`src/ags_pkg.sv`:
```
// Shared types, codes and defaults for the access gate sequencer.
package ags_pkg;

  localparam int AGS_TIMER_BITS    = 16;
  localparam int AGS_DISTANCE_BITS = 16;
  localparam int AGS_CFG_BITS      = 16;
  localparam int AGS_DIST_W        = 16;
  localparam int AGS_IDX_BITS      = 3;

  typedef logic [AGS_IDX_BITS-1:0] ags_idx_t;

  localparam ags_idx_t CFG_CAL_DIST     = 3'd0;
  localparam ags_idx_t CFG_PASS_TIMEOUT = 3'd1;
  localparam ags_idx_t CFG_HOLD_TIME    = 3'd2;
  localparam ags_idx_t CFG_CLOSE_TIME   = 3'd3;
  localparam ags_idx_t CFG_MSG_TIME     = 3'd4;
  localparam ags_idx_t CFG_MEAS_IVAL    = 3'd5;

  localparam logic [AGS_CFG_BITS-1:0] RST_CAL_DIST     = 16'd1000;
  localparam logic [AGS_CFG_BITS-1:0] RST_PASS_TIMEOUT = 16'd5000;
  localparam logic [AGS_CFG_BITS-1:0] RST_HOLD_TIME    = 16'd1000;
  localparam logic [AGS_CFG_BITS-1:0] RST_CLOSE_TIME   = 16'd1000;
  localparam logic [AGS_CFG_BITS-1:0] RST_MSG_TIME     = 16'd2000;
  localparam logic [AGS_CFG_BITS-1:0] RST_MEAS_IVAL    = 16'd10;

  typedef enum logic [2:0] {
    PH_WAIT      = 3'd0,
    PH_PASS_WAIT = 3'd1,
    PH_DETECTED  = 3'd2,
    PH_CLOSING   = 3'd3,
    PH_MESSAGE   = 3'd4
  } ags_phase_t;

  typedef enum logic [1:0] {
    DIR_NONE = 2'd0,
    DIR_IN   = 2'd1,
    DIR_OUT  = 2'd2
  } ags_dir_t;

  localparam logic [1:0] DOOR_NONE  = 2'd0;
  localparam logic [1:0] DOOR_ENTRY = 2'd1;
  localparam logic [1:0] DOOR_EXIT  = 2'd2;
  localparam logic [1:0] DOOR_CLOSE = 2'd3;

  localparam logic [2:0] DISP_NONE    = 3'd0;
  localparam logic [2:0] DISP_WELCOME = 3'd1;
  localparam logic [2:0] DISP_GOODBYE = 3'd2;
  localparam logic [2:0] DISP_DENIED  = 3'd3;
  localparam logic [2:0] DISP_NO_PASS = 3'd4;
  localparam logic [2:0] DISP_WAITING = 3'd5;

  localparam logic [1:0] LOG_NONE     = 2'd0;
  localparam logic [1:0] LOG_DENIED   = 2'd1;
  localparam logic [1:0] LOG_NO_PASS  = 2'd2;
  localparam logic [1:0] LOG_COMPLETE = 2'd3;

  typedef struct packed {
    logic                  entry_card_seen;
    logic                  exit_card_seen;
    logic                  card_allowed;
    logic [AGS_DIST_W-1:0] distance;
  } ags_in_t;

  typedef struct packed {
    logic [1:0] door_command;
    logic [2:0] display_code;
    logic [1:0] log_event;
    logic       log_is_entry;
    logic [2:0] phase;
  } ags_out_t;

  typedef struct packed {
    logic [AGS_CFG_BITS-1:0] calibrated_distance;
    logic [AGS_CFG_BITS-1:0] passage_timeout;
    logic [AGS_CFG_BITS-1:0] detect_hold_time;
    logic [AGS_CFG_BITS-1:0] closing_time;
    logic [AGS_CFG_BITS-1:0] message_time;
    logic [AGS_CFG_BITS-1:0] measure_interval;
  } ags_cfg_t;

endpackage

```
`src/ags_cfg_regs.sv`:
```
// Configuration register file for the access gate sequencer.
module ags_cfg_regs
  import ags_pkg::*;
(
  input  logic                    clk,
  input  logic                    rst_n,
  input  logic                    wr_en,
  input  ags_idx_t                wr_index,
  input  logic [AGS_CFG_BITS-1:0] wr_data,
  output ags_cfg_t                cfg
);

  ags_cfg_t cfg_r;
  ags_cfg_t cfg_nxt;

  always_comb begin
    cfg_nxt = cfg_r;
    if (wr_en) begin
      case (wr_index)
        CFG_CAL_DIST:     cfg_nxt.calibrated_distance = wr_data;
        CFG_PASS_TIMEOUT: cfg_nxt.passage_timeout     = wr_data;
        CFG_HOLD_TIME:    cfg_nxt.detect_hold_time    = wr_data;
        CFG_CLOSE_TIME:   cfg_nxt.closing_time        = wr_data;
        CFG_MSG_TIME:     cfg_nxt.message_time        = wr_data;
        CFG_MEAS_IVAL:    cfg_nxt.measure_interval    = wr_data;
        default:          cfg_nxt = cfg_r;
      endcase
    end
  end

  always_ff @(posedge clk) begin
    if (!rst_n) begin
      cfg_r.calibrated_distance <= RST_CAL_DIST;
      cfg_r.passage_timeout     <= RST_PASS_TIMEOUT;
      cfg_r.detect_hold_time    <= RST_HOLD_TIME;
      cfg_r.closing_time        <= RST_CLOSE_TIME;
      cfg_r.message_time        <= RST_MSG_TIME;
      cfg_r.measure_interval    <= RST_MEAS_IVAL;
    end else begin
      cfg_r <= cfg_nxt;
    end
  end

  assign cfg = cfg_r;

endmodule

```
`src/ags_step.sv`:
```
// Phase state machine and timers; computes one result per accepted request.
module ags_step
  import ags_pkg::*;
#(
  parameter int TIMER_BITS    = AGS_TIMER_BITS,
  parameter int DISTANCE_BITS = AGS_DISTANCE_BITS
) (
  input  logic     clk,
  input  logic     rst_n,
  input  logic     accept,
  input  ags_in_t  req,
  input  ags_cfg_t cfg,
  output ags_out_t result
);

  localparam int CMP_W = (TIMER_BITS > AGS_CFG_BITS) ? TIMER_BITS : AGS_CFG_BITS;
  localparam int THR_W = AGS_DIST_W + 5;
  localparam logic [AGS_DIST_W-1:0] DIST_MASK = (DISTANCE_BITS >= AGS_DIST_W) ?
      {AGS_DIST_W{1'b1}} : AGS_DIST_W'((64'd1 << DISTANCE_BITS) - 64'd1);

  typedef logic [TIMER_BITS-1:0] tmr_t;

  ags_phase_t phase_r, phase_nxt;
  ags_dir_t   dir_r, dir_nxt;
  tmr_t       elapsed_r, elapsed_nxt;
  tmr_t       since_r, since_nxt;

  tmr_t             elapsed_inc;
  tmr_t             since_inc;
  tmr_t             elapsed_det;
  logic             sample_due;
  logic             presence;
  logic             detect;
  logic             pass_exp;
  logic             hold_exp;
  logic             close_exp;
  logic             msg_exp;
  logic             card;
  logic [THR_W-1:0] dist_x10;
  logic [THR_W-1:0] cal_x9;
  logic [AGS_DIST_W-1:0] dist_m;
  logic [AGS_DIST_W-1:0] cal_m;

  // shared conditions
  always_comb begin
    elapsed_inc = (elapsed_r == {TIMER_BITS{1'b1}}) ? elapsed_r : elapsed_r + tmr_t'(1);
    since_inc   = (since_r == {TIMER_BITS{1'b1}}) ? since_r : since_r + tmr_t'(1);
    dist_m      = req.distance & DIST_MASK;
    cal_m       = cfg.calibrated_distance & DIST_MASK;
    // d < floor(9c/10)  <=>  10d + 10 <= 9c
    dist_x10    = (THR_W'(dist_m) << 3) + (THR_W'(dist_m) << 1) + THR_W'(10);
    cal_x9      = (THR_W'(cal_m) << 3) + THR_W'(cal_m);
    sample_due  = CMP_W'(since_inc) >= CMP_W'(cfg.measure_interval);
    presence    = (dist_m != '0) && (dist_x10 <= cal_x9);
    detect      = sample_due && presence;
    elapsed_det = detect ? '0 : elapsed_inc;
    pass_exp    = CMP_W'(elapsed_inc) >= CMP_W'(cfg.passage_timeout);
    hold_exp    = CMP_W'(elapsed_det) >= CMP_W'(cfg.detect_hold_time);
    close_exp   = CMP_W'(elapsed_inc) >= CMP_W'(cfg.closing_time);
    msg_exp     = CMP_W'(elapsed_inc) >= CMP_W'(cfg.message_time);
    card        = req.entry_card_seen || req.exit_card_seen;
  end

  // next state
  always_comb begin
    phase_nxt   = phase_r;
    dir_nxt     = dir_r;
    elapsed_nxt = elapsed_inc;
    since_nxt   = since_inc;
    case (phase_r)
      PH_PASS_WAIT: begin
        if (pass_exp) begin
          phase_nxt   = PH_MESSAGE;
          elapsed_nxt = '0;
        end else if (sample_due) begin
          since_nxt = '0;
          if (presence) begin
            phase_nxt   = PH_DETECTED;
            elapsed_nxt = '0;
          end
        end
      end
      PH_DETECTED: begin
        if (sample_due) begin
          since_nxt = '0;
        end
        elapsed_nxt = elapsed_det;
        if (hold_exp) begin
          phase_nxt   = PH_CLOSING;
          elapsed_nxt = '0;
        end
      end
      PH_CLOSING: begin
        if (close_exp) begin
          phase_nxt   = PH_WAIT;
          dir_nxt     = DIR_NONE;
          elapsed_nxt = '0;
        end
      end
      PH_MESSAGE: begin
        if (msg_exp) begin
          phase_nxt   = PH_WAIT;
          dir_nxt     = DIR_NONE;
          elapsed_nxt = '0;
        end
      end
      default: begin
        phase_nxt = PH_WAIT;
        if (phase_r != PH_WAIT) begin
          dir_nxt = DIR_NONE;
        end
        if (card) begin
          dir_nxt     = req.entry_card_seen ? DIR_IN : DIR_OUT;
          phase_nxt   = req.card_allowed ? PH_PASS_WAIT : PH_MESSAGE;
          elapsed_nxt = '0;
        end
      end
    endcase
  end

  // result fields
  always_comb begin
    result.door_command = DOOR_NONE;
    result.display_code = DISP_NONE;
    result.log_event    = LOG_NONE;
    result.log_is_entry = 1'b0;
    result.phase        = phase_nxt;
    case (phase_r)
      PH_PASS_WAIT: begin
        if (pass_exp) begin
          result.door_command = DOOR_CLOSE;
          result.display_code = DISP_NO_PASS;
          result.log_event    = LOG_NO_PASS;
          result.log_is_entry = (dir_r == DIR_IN);
        end
      end
      PH_DETECTED: begin
        if (hold_exp) begin
          result.log_event    = LOG_COMPLETE;
          result.log_is_entry = (dir_r == DIR_IN);
        end
      end
      PH_CLOSING: begin
        if (close_exp) begin
          result.door_command = DOOR_CLOSE;
          result.display_code = DISP_WAITING;
        end
      end
      PH_MESSAGE: begin
        if (msg_exp) begin
          result.display_code = DISP_WAITING;
        end
      end
      default: begin
        if (card && req.card_allowed) begin
          result.door_command = req.entry_card_seen ? DOOR_ENTRY : DOOR_EXIT;
          result.display_code = req.entry_card_seen ? DISP_WELCOME : DISP_GOODBYE;
        end else if (card) begin
          result.display_code = DISP_DENIED;
          result.log_event    = LOG_DENIED;
          result.log_is_entry = req.entry_card_seen;
        end
      end
    endcase
  end

  always_ff @(posedge clk) begin
    if (!rst_n) begin
      phase_r   <= PH_WAIT;
      dir_r     <= DIR_NONE;
      elapsed_r <= '0;
      since_r   <= '0;
    end else if (accept) begin
      phase_r   <= phase_nxt;
      dir_r     <= dir_nxt;
      elapsed_r <= elapsed_nxt;
      since_r   <= since_nxt;
    end
  end

endmodule

```
`src/ags_out_buf.sv`:
```
// Result register with a skid stage that can take one more result while the output is stalled.
module ags_out_buf
  import ags_pkg::*;
(
  input  logic     clk,
  input  logic     rst_n,
  input  logic     push,
  input  ags_out_t push_data,
  output logic     full,
  output logic     out_valid,
  input  logic     out_stall,
  output ags_out_t out_data
);

  logic     out_valid_r, out_valid_nxt;
  logic     skid_valid_r, skid_valid_nxt;
  ags_out_t out_data_r, out_data_nxt;
  ags_out_t skid_data_r, skid_data_nxt;
  logic     pop;

  always_comb begin
    pop            = out_valid_r && !out_stall;
    out_valid_nxt  = out_valid_r;
    skid_valid_nxt = skid_valid_r;
    out_data_nxt   = out_data_r;
    skid_data_nxt  = skid_data_r;
    if (pop) begin
      if (skid_valid_r) begin
        out_data_nxt   = skid_data_r;
        skid_valid_nxt = 1'b0;
      end else begin
        out_valid_nxt = push;
        out_data_nxt  = push_data;
      end
    end else if (!out_valid_r) begin
      out_valid_nxt = push;
      out_data_nxt  = push_data;
    end else if (push) begin
      skid_valid_nxt = 1'b1;
      skid_data_nxt  = push_data;
    end
  end

  always_ff @(posedge clk) begin
    if (!rst_n) begin
      out_valid_r  <= 1'b0;
      skid_valid_r <= 1'b0;
    end else begin
      out_valid_r  <= out_valid_nxt;
      skid_valid_r <= skid_valid_nxt;
    end
  end

  always_ff @(posedge clk) begin
    out_data_r  <= out_data_nxt;
    skid_data_r <= skid_data_nxt;
  end

  assign full      = skid_valid_r;
  assign out_valid = out_valid_r;
  assign out_data  = out_data_r;

endmodule

```
`src/access_gate_sequencer.sv`:
```
// Top level of the access gate sequencer: config registers, step logic, result buffer.
// Each accepted request's result is registered on out_data, or in the skid stage while an older result waits.
// Throughput: one request per cycle while in_stall is low; the phase logic and timer updates are combinational.
// in_stall rises only while the skid stage holds a second waiting result.
// Reset: synchronous active-low rst_n; phase waiting, timers zero, registers to defaults.
// cfg_ready is always high; a write lands at the edge where cfg_valid is high.
module access_gate_sequencer
  import ags_pkg::*;
#(
  parameter int TIMER_BITS    = AGS_TIMER_BITS,
  parameter int DISTANCE_BITS = AGS_DISTANCE_BITS
) (
  input  logic                    clk,
  input  logic                    rst_n,
  input  logic                    in_valid,
  output logic                    in_stall,
  input  ags_in_t                 in_data,
  output logic                    out_valid,
  input  logic                    out_stall,
  output ags_out_t                out_data,
  input  logic                    cfg_valid,
  output logic                    cfg_ready,
  input  ags_idx_t                cfg_index,
  input  logic [AGS_CFG_BITS-1:0] cfg_data
);

  ags_cfg_t cfg;
  ags_out_t result;
  logic     full;
  logic     accept;

  assign cfg_ready = 1'b1;
  assign in_stall  = full;
  assign accept    = in_valid && !full;

  ags_cfg_regs u_cfg (
    .clk      (clk),
    .rst_n    (rst_n),
    .wr_en    (cfg_valid && cfg_ready),
    .wr_index (cfg_index),
    .wr_data  (cfg_data),
    .cfg      (cfg)
  );

  ags_step #(
    .TIMER_BITS    (TIMER_BITS),
    .DISTANCE_BITS (DISTANCE_BITS)
  ) u_step (
    .clk    (clk),
    .rst_n  (rst_n),
    .accept (accept),
    .req    (in_data),
    .cfg    (cfg),
    .result (result)
  );

  ags_out_buf u_obuf (
    .clk       (clk),
    .rst_n     (rst_n),
    .push      (accept),
    .push_data (result),
    .full      (full),
    .out_valid (out_valid),
    .out_stall (out_stall),
    .out_data  (out_data)
  );

endmodule

```
`config.mk`:
```
export PLATFORM = sky130hd
export DESIGN_NAME = access_gate_sequencer
export DESIGN_NICKNAME = d
export VERILOG_FILES = /design/src/ags_pkg.sv /design/src/ags_cfg_regs.sv /design/src/ags_step.sv /design/src/ags_out_buf.sv /design/src/access_gate_sequencer.sv
export SDC_FILE = /design/constraint.sdc
export NUM_CORES = 1
export LEC_CHECK = 0
export BUFFER_PORTS_ARGS = -buffer_cell sky130_fd_sc_hd__buf_4
export CAP_MARGIN = 5
export CORE_ASPECT_RATIO = 2
export CORE_MARGIN = 4
export CORE_UTILIZATION = 40
export CTS_CLUSTER_DIAMETER = 120
export DETAILED_ROUTE_END_ITERATION = 10
export PLACE_DENSITY = 0.6
export SLEW_MARGIN = 30
export SYNTH_ARGS = -nofsm -noshare
export SYNTH_HDL_FRONTEND = slang
export SYNTH_SLANG_ARGS = --single-unit
```
`constraint.sdc`:
```
create_clock -name clk -period 9.65 [get_ports clk]
set_input_delay 1.93 -clock clk [delete_from_list [all_inputs] [get_ports clk]]
set_output_delay 1.93 -clock clk [all_outputs]
set_load 0.005 [all_outputs]
```
==> Word-level counts from Yosys, hierarchy flattened <==
Index checks and enable logic that the tools add are counted.
{ "word_totals": {"word_cells": 124, "register_bits": 157} }
{ "classes": {"order_cmp": 6, "muxes": 47, "eq_ne": 16, "addsub": 5, "n_bitwise": 3, "reduce_logical": 25} }
{ "op_table": {"columns": ["operator", "count"], "rows": [
  ["16-bit two-way mux", 12],
  ["16-bit >= comparator", 5],
  ["16-bit case mux with 4 select lines", 1],
  ["3-bit two-way mux", 12],
  ["11-bit two-way mux", 3],
  ["16-bit by 1-bit adder with 16-bit output, second input constant", 2],
  ["16-bit == test, second input constant", 2],
  ["16-bit case mux with 2 select lines", 1],
  ["3-bit case mux with 4 select lines", 2],
  ["21-bit by 4-bit adder with 21-bit output, second input constant", 1],
  ["21-bit <= comparator", 1],
  ["19-bit by 16-bit adder with 20-bit output", 1],
  ["19-bit by 17-bit adder with 20-bit output", 1],
  ["16-bit nonzero test", 1],
  ["2-bit two-way mux", 7],
  ["2-bit AND reduction", 7],
  ["3-bit by 2-bit == test with 1-bit output, second input constant", 4],
  ["2-bit case mux with 3 select lines", 2],
  ["5-bit two-way mux", 2],
  ["3-bit == test, second input constant", 3],
  ["3-bit case mux with 3 select lines", 1],
  ["8-bit two-way mux", 1],
  ["2-bit OR reduction", 4],
  ["3-bit by 1-bit == test with 1-bit output, second input constant", 2],
  ["13 further kinds", 24]
]} }

==> Longest topological paths before layout <==
Gate-level depths: netlist (run 1).
{ "depth": {"depth_word": 11, "mapped_depth": 31} }

==> Cells and area by module <==
A second synthesis (run 1) with hierarchy kept.
{ "hier_totals": {"hier_cells": 1260, "area_unflattened_um2": 11215.8} }
{ "modules_own_cells": {"columns": ["module", "seq_area_each_um2", "cells_each", "area_per_inst_um2", "n_inst"], "rows": [
  ["ags_step", 740.7, 863, 6600.1, 1],
  ["ags_cfg_regs", 1921.8, 348, 3666.0, 1],
  ["ags_out_buf", 700.7, 46, 924.6, 1],
  ["access_gate_sequencer", 0.0, 3, 25.0, 1]
]} }

==> Worst setup path after synthesis (run 1) <==
No wires, ideal clock.
{ "synth_timing": {"path_kind": "input to register", "from": "in in_data[0] (netlist bit)", "to": "reg u_obuf.out_data_r, in the netlist u_obuf.out_data[3] (data pin)", "stages": 29, "arrival_time_ns": 7.248, "slack_ns": 2.142, "cell_sequence": "ha_1 > inv_1 > fa_1 > nor2b_4 > o31a_4 > nor2_1 > o32ai_1 > o211ai_4 > a211oi_1 > nand2b_1 > xor2_1 > ha_1 > nand4_1 > or4_1 > or3_1 > o211ai_1 > and3_1 > buf_2 > buf_2 > nor2_1 > ha_1 > and2_1 > o21ai_0 > o21ai_0 > o2111ai_1 > a21o_1 > nand2_1 > o2bb2ai_1 > mux2_2"} }
{ "synth_lines": {"columns": ["element", "line_no", "text"], "rows": [
  ["start: declaration", "access_gate_sequencer.sv:17", "input ags_in_t in_data,"],
  ["end signal: assignment", "ags_out_buf.sv:55", "out_data_r <= out_data_nxt;"],
  ["end: declaration", "ags_out_buf.sv:17", "ags_out_t out_data_r, out_data_nxt;"]
]} }

==> impl_metrics.toml, run 1 <==
[run_status]
outcome = "completed"

[sta]
grt_setup_unrepaired = "no"
post-route-period-util = 0.8509
count_of_final_setup_violators = 0
slew_headroom = 0.4059
totalNegativeSetupSlack_ns = 0
achievable_frequency_ghz = 0.1218
finalHoldViolations = 0
slew_viol_final = 0
finalWorstPathRequiredPeriod_ns = 8.211
worst-slew-pin-transition_ns = 0.8911
final.setup_skew_ns = 0.009174

[yosys]
synth_enable_flop_cells = 22
synth.area.mux_share = 0.01208
synth_top_cell_by_area = "sky130_fd_sc_hd__dfxtp_1"
synth_fp_nets = 1525
netlist-cell-type-count = 85
synthesis.instances = 1350
synth.cell_area_um2 = 10770
largest_family_of_logic_cells_by_synthesized_area = "simple AND/OR/NAND/NOR gates"
yosys_register_bits = 157
synth_xor_xnor_area_share = 0.05854
synth-compound-area-share = 0.1852
synth_fa_ha_area_frac = 0.1547
synth.top_cell.area_share = 0.2509
synthTopCellsByArea = "sky130_fd_sc_hd__dfxtp_1 (25%), sky130_fd_sc_hd__ha_1 (15%), sky130_fd_sc_hd__nand2_1 (9.1%)"
synthesis.area_per_instance_um2 = 7.979
yosys_most_used_dff = "sky130_fd_sc_hd__dfxtp_1"
ys_async_sr_fraction = 0
synth.yosys.seq_area_share = 0.3122
synth_simple_gate_area_share = 0.2170
yosysWarnings = 0

[routing]
via_per_inst = 5.418
dr_total_vias = 9465
post_drt_wl_per_cell_um = 17.23
drtAntennaViolNets = 0
drcViolationCount = 0
drt_first_pass_iters = 7
top_layer_used = "met4"
total_wire_length_mm = 30.09
route.met3.wl_um = 645
wl_met2_mm = 16.64
met1_length_mm = 10.88
drt_iter0_drc = 391

[place]
detailedPlacementHpwl_mm = 23.53
place_inst = 1715
port_buffers = 55
place.gp.congestion = 0.9385

[global_routing]
grt_start_max_net_pins = 75
antenna_violations_before_repair = 0
grt.total_usage = 0.2087
grt_remaining_overflow = 0
grt_first_pass_wirelength_mm = 47.73
grt_pass1_vias = 9310

[power]
pwr_density_cell_nw_per_um2 = 141.7
peakVddDrop_mv = 0.08889
clockPowerShare = 0.397
comb_power_share = 0.194
p_sw_uw = 512.1
internal_power_uw = 1200
sw_share = 0.2991
pwr-share-seq = 0.409
p_leak_uw = 0.005299

[critical_path]
critical_path_data_arrival_time_ns = 8.41
start_kind = "input pin"
criticalPathCategory = "input pin to flip-flop"
cp_num_buf_inv = 2
critical_path.slowest_cell = "sky130_fd_sc_hd__and3_1"
cp_slowest_stage_delay_ns = 0.64
crit_path_end_kind = "flip-flop"
cpLargestDelayFamily = "compound AO/OA/AOI/OAI gates"
worst_path_most_repeated_cell = "sky130_fd_sc_hd__ha_1"
worst_ep_required_time_ns = 9.84
worst_path_fanout_max = 18

[min_path]
hold_crit_path_type = "flip-flop to flip-flop"

[layout]
fin_cells = 1747
final_layout_size_suffix_gt1_frac = 0.09979
area_growth_syn_to_layout_pct = 12.20
layout.cells.most_common = "sky130_fd_sc_hd__nand2_1"
antennaDiodeCount = 0
layout.cells.most_common_list = "sky130_fd_sc_hd__nand2_1 (260), sky130_fd_sc_hd__dfxtp_1 (135), sky130_fd_sc_hd__ha_1 (130), sky130_fd_sc_hd__a21oi_1 (121), sky130_fd_sc_hd__inv_1 (115)"
finalNetCount = 1565
n_fill_cell = 2609

[clock_network]
cts_sinks = 157
clockBufferDepth = 2
cts_post_setup_buffers_inserted = 0
cts-hold-fix-buffers = 0
insertion_delay_ns = 0.44
cts.clk_slew.worst_paths_ns = 0.07
post_cts.resized_instances = 0
ctsHtreeMaxLevel = 4
clockRootBuffer = "sky130_fd_sc_hd__clkbuf_16"
cts_inserted_buffers = 17
tritoncts_clock_tree = "yes"

[floorplan]
die-area_um2 = 29780
floorplan.core_area_um2 = 26380
die-height_um = 240.1
floorplan.io_pins = 57
row_count = 84
dieWidth_um = 124.0
initial_core_util = 0.4083

[job]
max-cap-violations = 0
## Yosys cell counts (all sizes together), types with 3 or more instances
master	count
ha	130
nand3	52
clkbuf	34
nand3b	6
nand2	260
o311ai	3
xor2	33
o21bai	4
o31ai	3
o2111ai	3
o21a	7
a221oi	4
a22oi	3
a311oi	3
o211ai	37
and2	4
edfxtp	22
nor2	77
and3	15
or2	5
nor3	23
inv	116
buf	10
a21o	18
a32o	6
a211oi	9
mux2	8
mux2i	4
nor2b	13
nand2b	14
nor4	4
o21ai	53
a21oi	122
or3	7
dfxtp	135
a31oi	12
xnor2	36
nand4	21
and4	4
## path summary, 6_finish.rpt
kind / from / end / slack, ns / cells after the start
worst max-delay path: in_data[0] / u_obuf.out_data[3]$_DFFE_PP_ / 1.44 / 28
worst min-delay path: u_step.dir_r[1]$_SDFFE_PN0P_ / u_step.dir_r[1]$_SDFFE_PN0P_ / 0.45 / 2
worst max register to register: u_cfg.cfg[83]$_SDFFE_PN1P_ / u_obuf.out_data[3]$_DFFE_PP_ / 3.21 / 26
worst min register to register: u_step.dir_r[1]$_SDFFE_PN0P_ / u_step.dir_r[1]$_SDFFE_PN0P_ / 0.45 / 2
## kinds of logic after synthesis
logic type / Yosys count
compound gates: 307
xor+xnor: 69
fa+ha+maj: 132
buf+inv: 160
flops: 157
mux: 12
other cells: 1
simple gates: 512
## power by group through the flow
stage / clock, uW / sequential [uW] / combinational, uW
final: 680 / 701 / 331
after global routing: 722 / 703 / 369
after CTS: 695 / 701 / 333
after detailed placement: 0 / 715 / 331
after global placement: 0 / 715 / 328
after floorplan: 0 / 712 / 227
## registers in the layout (all words and copies together), names as in the netlist
name / count
u_cfg.cfg: 96
u_step.phase_r: 3
u_obuf.full: 1
u_obuf.skid_data_r: 11
u_step.since_r: 16
u_step.elapsed_r: 16
u_obuf.out_data: 11
u_obuf.out_valid: 1
u_step.dir_r: 2
## routing by layer
metal / vias up / track usage
li1: 4793 / -
met1: 4442 / 0.2036
met2: 153 / 0.4009
met3: 77 / 0.02519
met4: 0 / 0.1307
met5: - / 0
## cell type report
type,instances,area (um2),share of cell area
well taps,344,430.4,0.03561
flip-flops and latches,157,3363,0.2783
multi-input cells,1033,6773,0.5604
inverters,116,435.4,0.03603
clock inverters,14,145.1,0.01201
repair buffers,65,488.0,0.04038
clock buffers,18,450.4,0.03727
## worst reg2reg max path: cells and delay by family, from the launching register on
family,cells,cell delay (ns)
AO/OA/AOI/OAI,13,2.50
XOR/XNOR,1,0.07
adder cells (fa/ha/maj),4,1.25
flip-flops,1,0.34
multiplexers,1,0.27
AND/OR/NAND/NOR,7,1.78
## through the flow
step / total power [uW] / hold WS (ns) / instance area [um2] / setup slack [ns] / util
after global routing: 1794 / 0.4707 / 12090 / 1.032 / 0.4581
final: 1712 / 0.4521 / 12090 / 1.439 / 0.4581
after global placement: 1043 / 0.4415 / 11480 / 1.121 / 0.4354
after detailed placement: 1047 / 0.4465 / 11490 / 0.9814 / 0.4354
after floorplan: 938.6 / 0.4322 / 10770 / 2.142 / -
after CTS: 1729 / 0.4558 / 12080 / 1.420 / 0.4580
No activity file was read; power rests on OpenSTA's default activity.
==> run 2: changes to the inputs <==
--- a/config.mk
+++ b/config.mk
@@ -14,5 +14,6 @@
 export DETAILED_ROUTE_END_ITERATION = 10
 export PLACE_DENSITY = 0.6
-export SLEW_MARGIN = 30
+export RECOVER_POWER = 25
+export SLEW_MARGIN = 10
 export SYNTH_ARGS = -nofsm -noshare
 export SYNTH_HDL_FRONTEND = slang
==> constraint.sdc (replaced) <==
create_clock -name clk -period 9.65 [get_ports clk]
set_input_delay 1.93 -clock clk [delete_from_list [all_inputs] [get_ports clk]]
set_output_delay 1.93 -clock clk [all_outputs]
set_load 0.1 [all_outputs]
==> run 2 against run 1 <==
Effect of this change: the run now ends with capacitance limit, slew limit left; fmax rose by 0.21%; via count shrank 0.32%; clock skew fell by 0.0011 ns; register-to-register slack about the same; design area fell by 0.38%; first-iteration DRC count shrank 10%; worst setup slack improved by 0.017 ns; critical path depth unchanged; die area is the same; final cell count stayed put; largest power group unchanged.
==> impl_metrics.toml, run 2 (synthesis results as in run 1) <==
[run_status]
outcome = "finished with violations"
failing_checks = "capacitance limit, slew limit"

[routing]
drtAntennaViolNets = 0
route.met3.wl_um = 835
via_per_inst = 5.401
top_layer_used = "met4"
total_wire_length_mm = 30.17
met1_length_mm = 10.65
dr_total_vias = 9435
wl_met2_mm = 16.71
drt_iter0_drc = 350
post_drt_wl_per_cell_um = 17.27
drt_first_pass_iters = 7
drcViolationCount = 0

[power]
p_leak_uw = 0.005252
sw_share = 0.3139
pwr_density_cell_nw_per_um2 = 145.9
pwr-share-seq = 0.399
comb_power_share = 0.218
p_sw_uw = 551.3
clockPowerShare = 0.383
fin_total_pwr_uw = 1756
internal_power_uw = 1205
peakVddDrop_mv = 0.09024

[critical_path]
criticalPathCategory = "input pin to flip-flop"
worst_ep_required_time_ns = 9.84
crit_path_end_kind = "flip-flop"
worst_path_fanout_max = 18
r2r_setup_slack_ns = 3.21
critical_path_data_arrival_time_ns = 8.38
start_kind = "input pin"

[clock_network]
clockBufferDepth = 2
cts_post_setup_buffers_inserted = 0
insertion_delay_ns = 0.44
tritoncts_clock_tree = "yes"
clockRootBuffer = "sky130_fd_sc_hd__clkbuf_16"
cts.clk_slew.worst_paths_ns = 0.06
cts_sinks = 157
ctsHtreeMaxLevel = 4
cts_inserted_buffers = 17
post_cts.resized_instances = 0
cts-hold-fix-buffers = 0

[floorplan]
die-height_um = 240.1
floorplan.io_pins = 57
die-area_um2 = 29780
row_count = 84
dieWidth_um = 124.0
floorplan.core_area_um2 = 26380
initial_core_util = 0.4083

[sta]
grt_setup_unrepaired = "no"
worst-slew-pin-transition_ns = 3.642
post-route-period-util = 0.8492
totalNegativeSetupSlack_ns = 0
slew_viol_final = 112
achievable_frequency_ghz = 0.1220
final.setup_skew_ns = 0.008046
fin_worst_hold_slack_ns = 0.4534
finalHoldViolations = 0
slew_headroom = -1.428
count_of_final_setup_violators = 0
finalWorstPathRequiredPeriod_ns = 8.194

[layout]
multi_input_area_um2 = 6763
layout.cells.most_common = "sky130_fd_sc_hd__nand2_1"
ff_latch_area_um2 = 3363
layout.cells.most_common_list = "sky130_fd_sc_hd__nand2_1 (260), sky130_fd_sc_hd__dfxtp_1 (135), sky130_fd_sc_hd__ha_1 (130), sky130_fd_sc_hd__a21oi_1 (121), sky130_fd_sc_hd__inv_1 (115)"
n_fill_cell = 2615
finish.utilization = 0.4564
finalNetCount = 1565
area_growth_syn_to_layout_pct = 11.77
antennaDiodeCount = 0
final_layout_size_suffix_gt1_frac = 0.09123
largest_register_ffs = 96

[global_routing]
grt_start_max_net_pins = 75
grt_first_pass_wirelength_mm = 47.80
grt.total_usage = 0.2097
grt_pass1_vias = 9441
grt_remaining_overflow = 0
antenna_violations_before_repair = 0

[min_path]
hold_crit_path_type = "flip-flop to flip-flop"

[place]
detailedPlacementHpwl_mm = 23.54
port_buffers = 55
place.gp.congestion = 0.9385

[job]
max-cap-violations = 2
==> run 2: changes by cell type in the layout (fill, tap and decap cells not counted), sizes merged <==
cell and change:
inv -6, clkbuf +8, clkinv +3, bufinv +1, clkinvlp +3, buf -9
==> run 2: power groups by stage <==
stage          sequential, uW  combinational [uW]  clock (uW)
5_1_grt                   703                 420         717
3_3_place_gp              715                 381           0
2_1_floorplan             763                 229           0
6_report                  701                 383         672
3_5_place_dp              715                 384           0
4_1_cts                   701                 387         688
==> run 2: worst max-delay path, stage by stage <==
cell                        delay [ns]
sky130_fd_sc_hd__buf_4            0.12
sky130_fd_sc_hd__ha_1             0.22
sky130_fd_sc_hd__inv_1            0.07
sky130_fd_sc_hd__fa_1             0.24
sky130_fd_sc_hd__nor2b_4          0.07
sky130_fd_sc_hd__o31ai_1          0.50
sky130_fd_sc_hd__nand4_1          0.16
sky130_fd_sc_hd__o32ai_1          0.25
sky130_fd_sc_hd__o211ai_4         0.16
sky130_fd_sc_hd__a211oi_1         0.44
sky130_fd_sc_hd__nand2b_1         0.13
sky130_fd_sc_hd__xor2_1           0.16
sky130_fd_sc_hd__ha_1             0.29
sky130_fd_sc_hd__nand4_1          0.09
sky130_fd_sc_hd__or4_1            0.47
sky130_fd_sc_hd__or3_1            0.32
sky130_fd_sc_hd__o211ai_1         0.23
sky130_fd_sc_hd__and3_1           0.65
sky130_fd_sc_hd__nor2_1           0.12
sky130_fd_sc_hd__ha_1             0.32
sky130_fd_sc_hd__a21o_1           0.18
sky130_fd_sc_hd__a31oi_1          0.14
sky130_fd_sc_hd__o21ai_0          0.12
sky130_fd_sc_hd__o2111ai_1        0.23
sky130_fd_sc_hd__a21o_1           0.25
sky130_fd_sc_hd__nand2_1          0.10
sky130_fd_sc_hd__o2bb2ai_1        0.15
sky130_fd_sc_hd__mux2_2           0.27
==> run 2: final cells by class <==
type,count,area share
Multi-Input combinational cell,1033,0.5617
Sequential cell,157,0.2794
Timing Repair Buffer,65,0.03804
Inverter,116,0.03617
Tap cell,344,0.03575
Clock buffer,17,0.03534
Clock inverter,15,0.01361
==> run 2: worst paths after layout <==
path,startpoint,end,cells after the start
max,in_data[0],u_obuf.out_data[3]$_DFFE_PP_,28
min reg2reg,u_step.dir_r[1]$_SDFFE_PN0P_,u_step.dir_r[1]$_SDFFE_PN0P_,2
max reg2reg,u_cfg.cfg[83]$_SDFFE_PN1P_,u_obuf.out_data[3]$_DFFE_PP_,26
min,u_step.dir_r[1]$_SDFFE_PN0P_,u_step.dir_r[1]$_SDFFE_PN0P_,2
==> run 2: per-stage QoR <==
stage | area [um2] | setup slack [ns] | std cells
6_report | 12040 | 1.456 | 1747
5_1_grt | 12040 | 1.060 | 1747
4_1_cts | 12070 | 1.432 | 1747
3_5_place_dp | 11480 | 0.9860 | 1715
3_3_place_gp | 11480 | 1.121 | 1715
2_1_floorplan | 10770 | 2.142 | 1350
==> run 2: per-layer routing <==
metal	up-vias	track usage
met5	-	0
met1	4384	0.1982
met2	181	0.4074
met4	0	0.1320
met3	74	0.02801
li1	4796	-
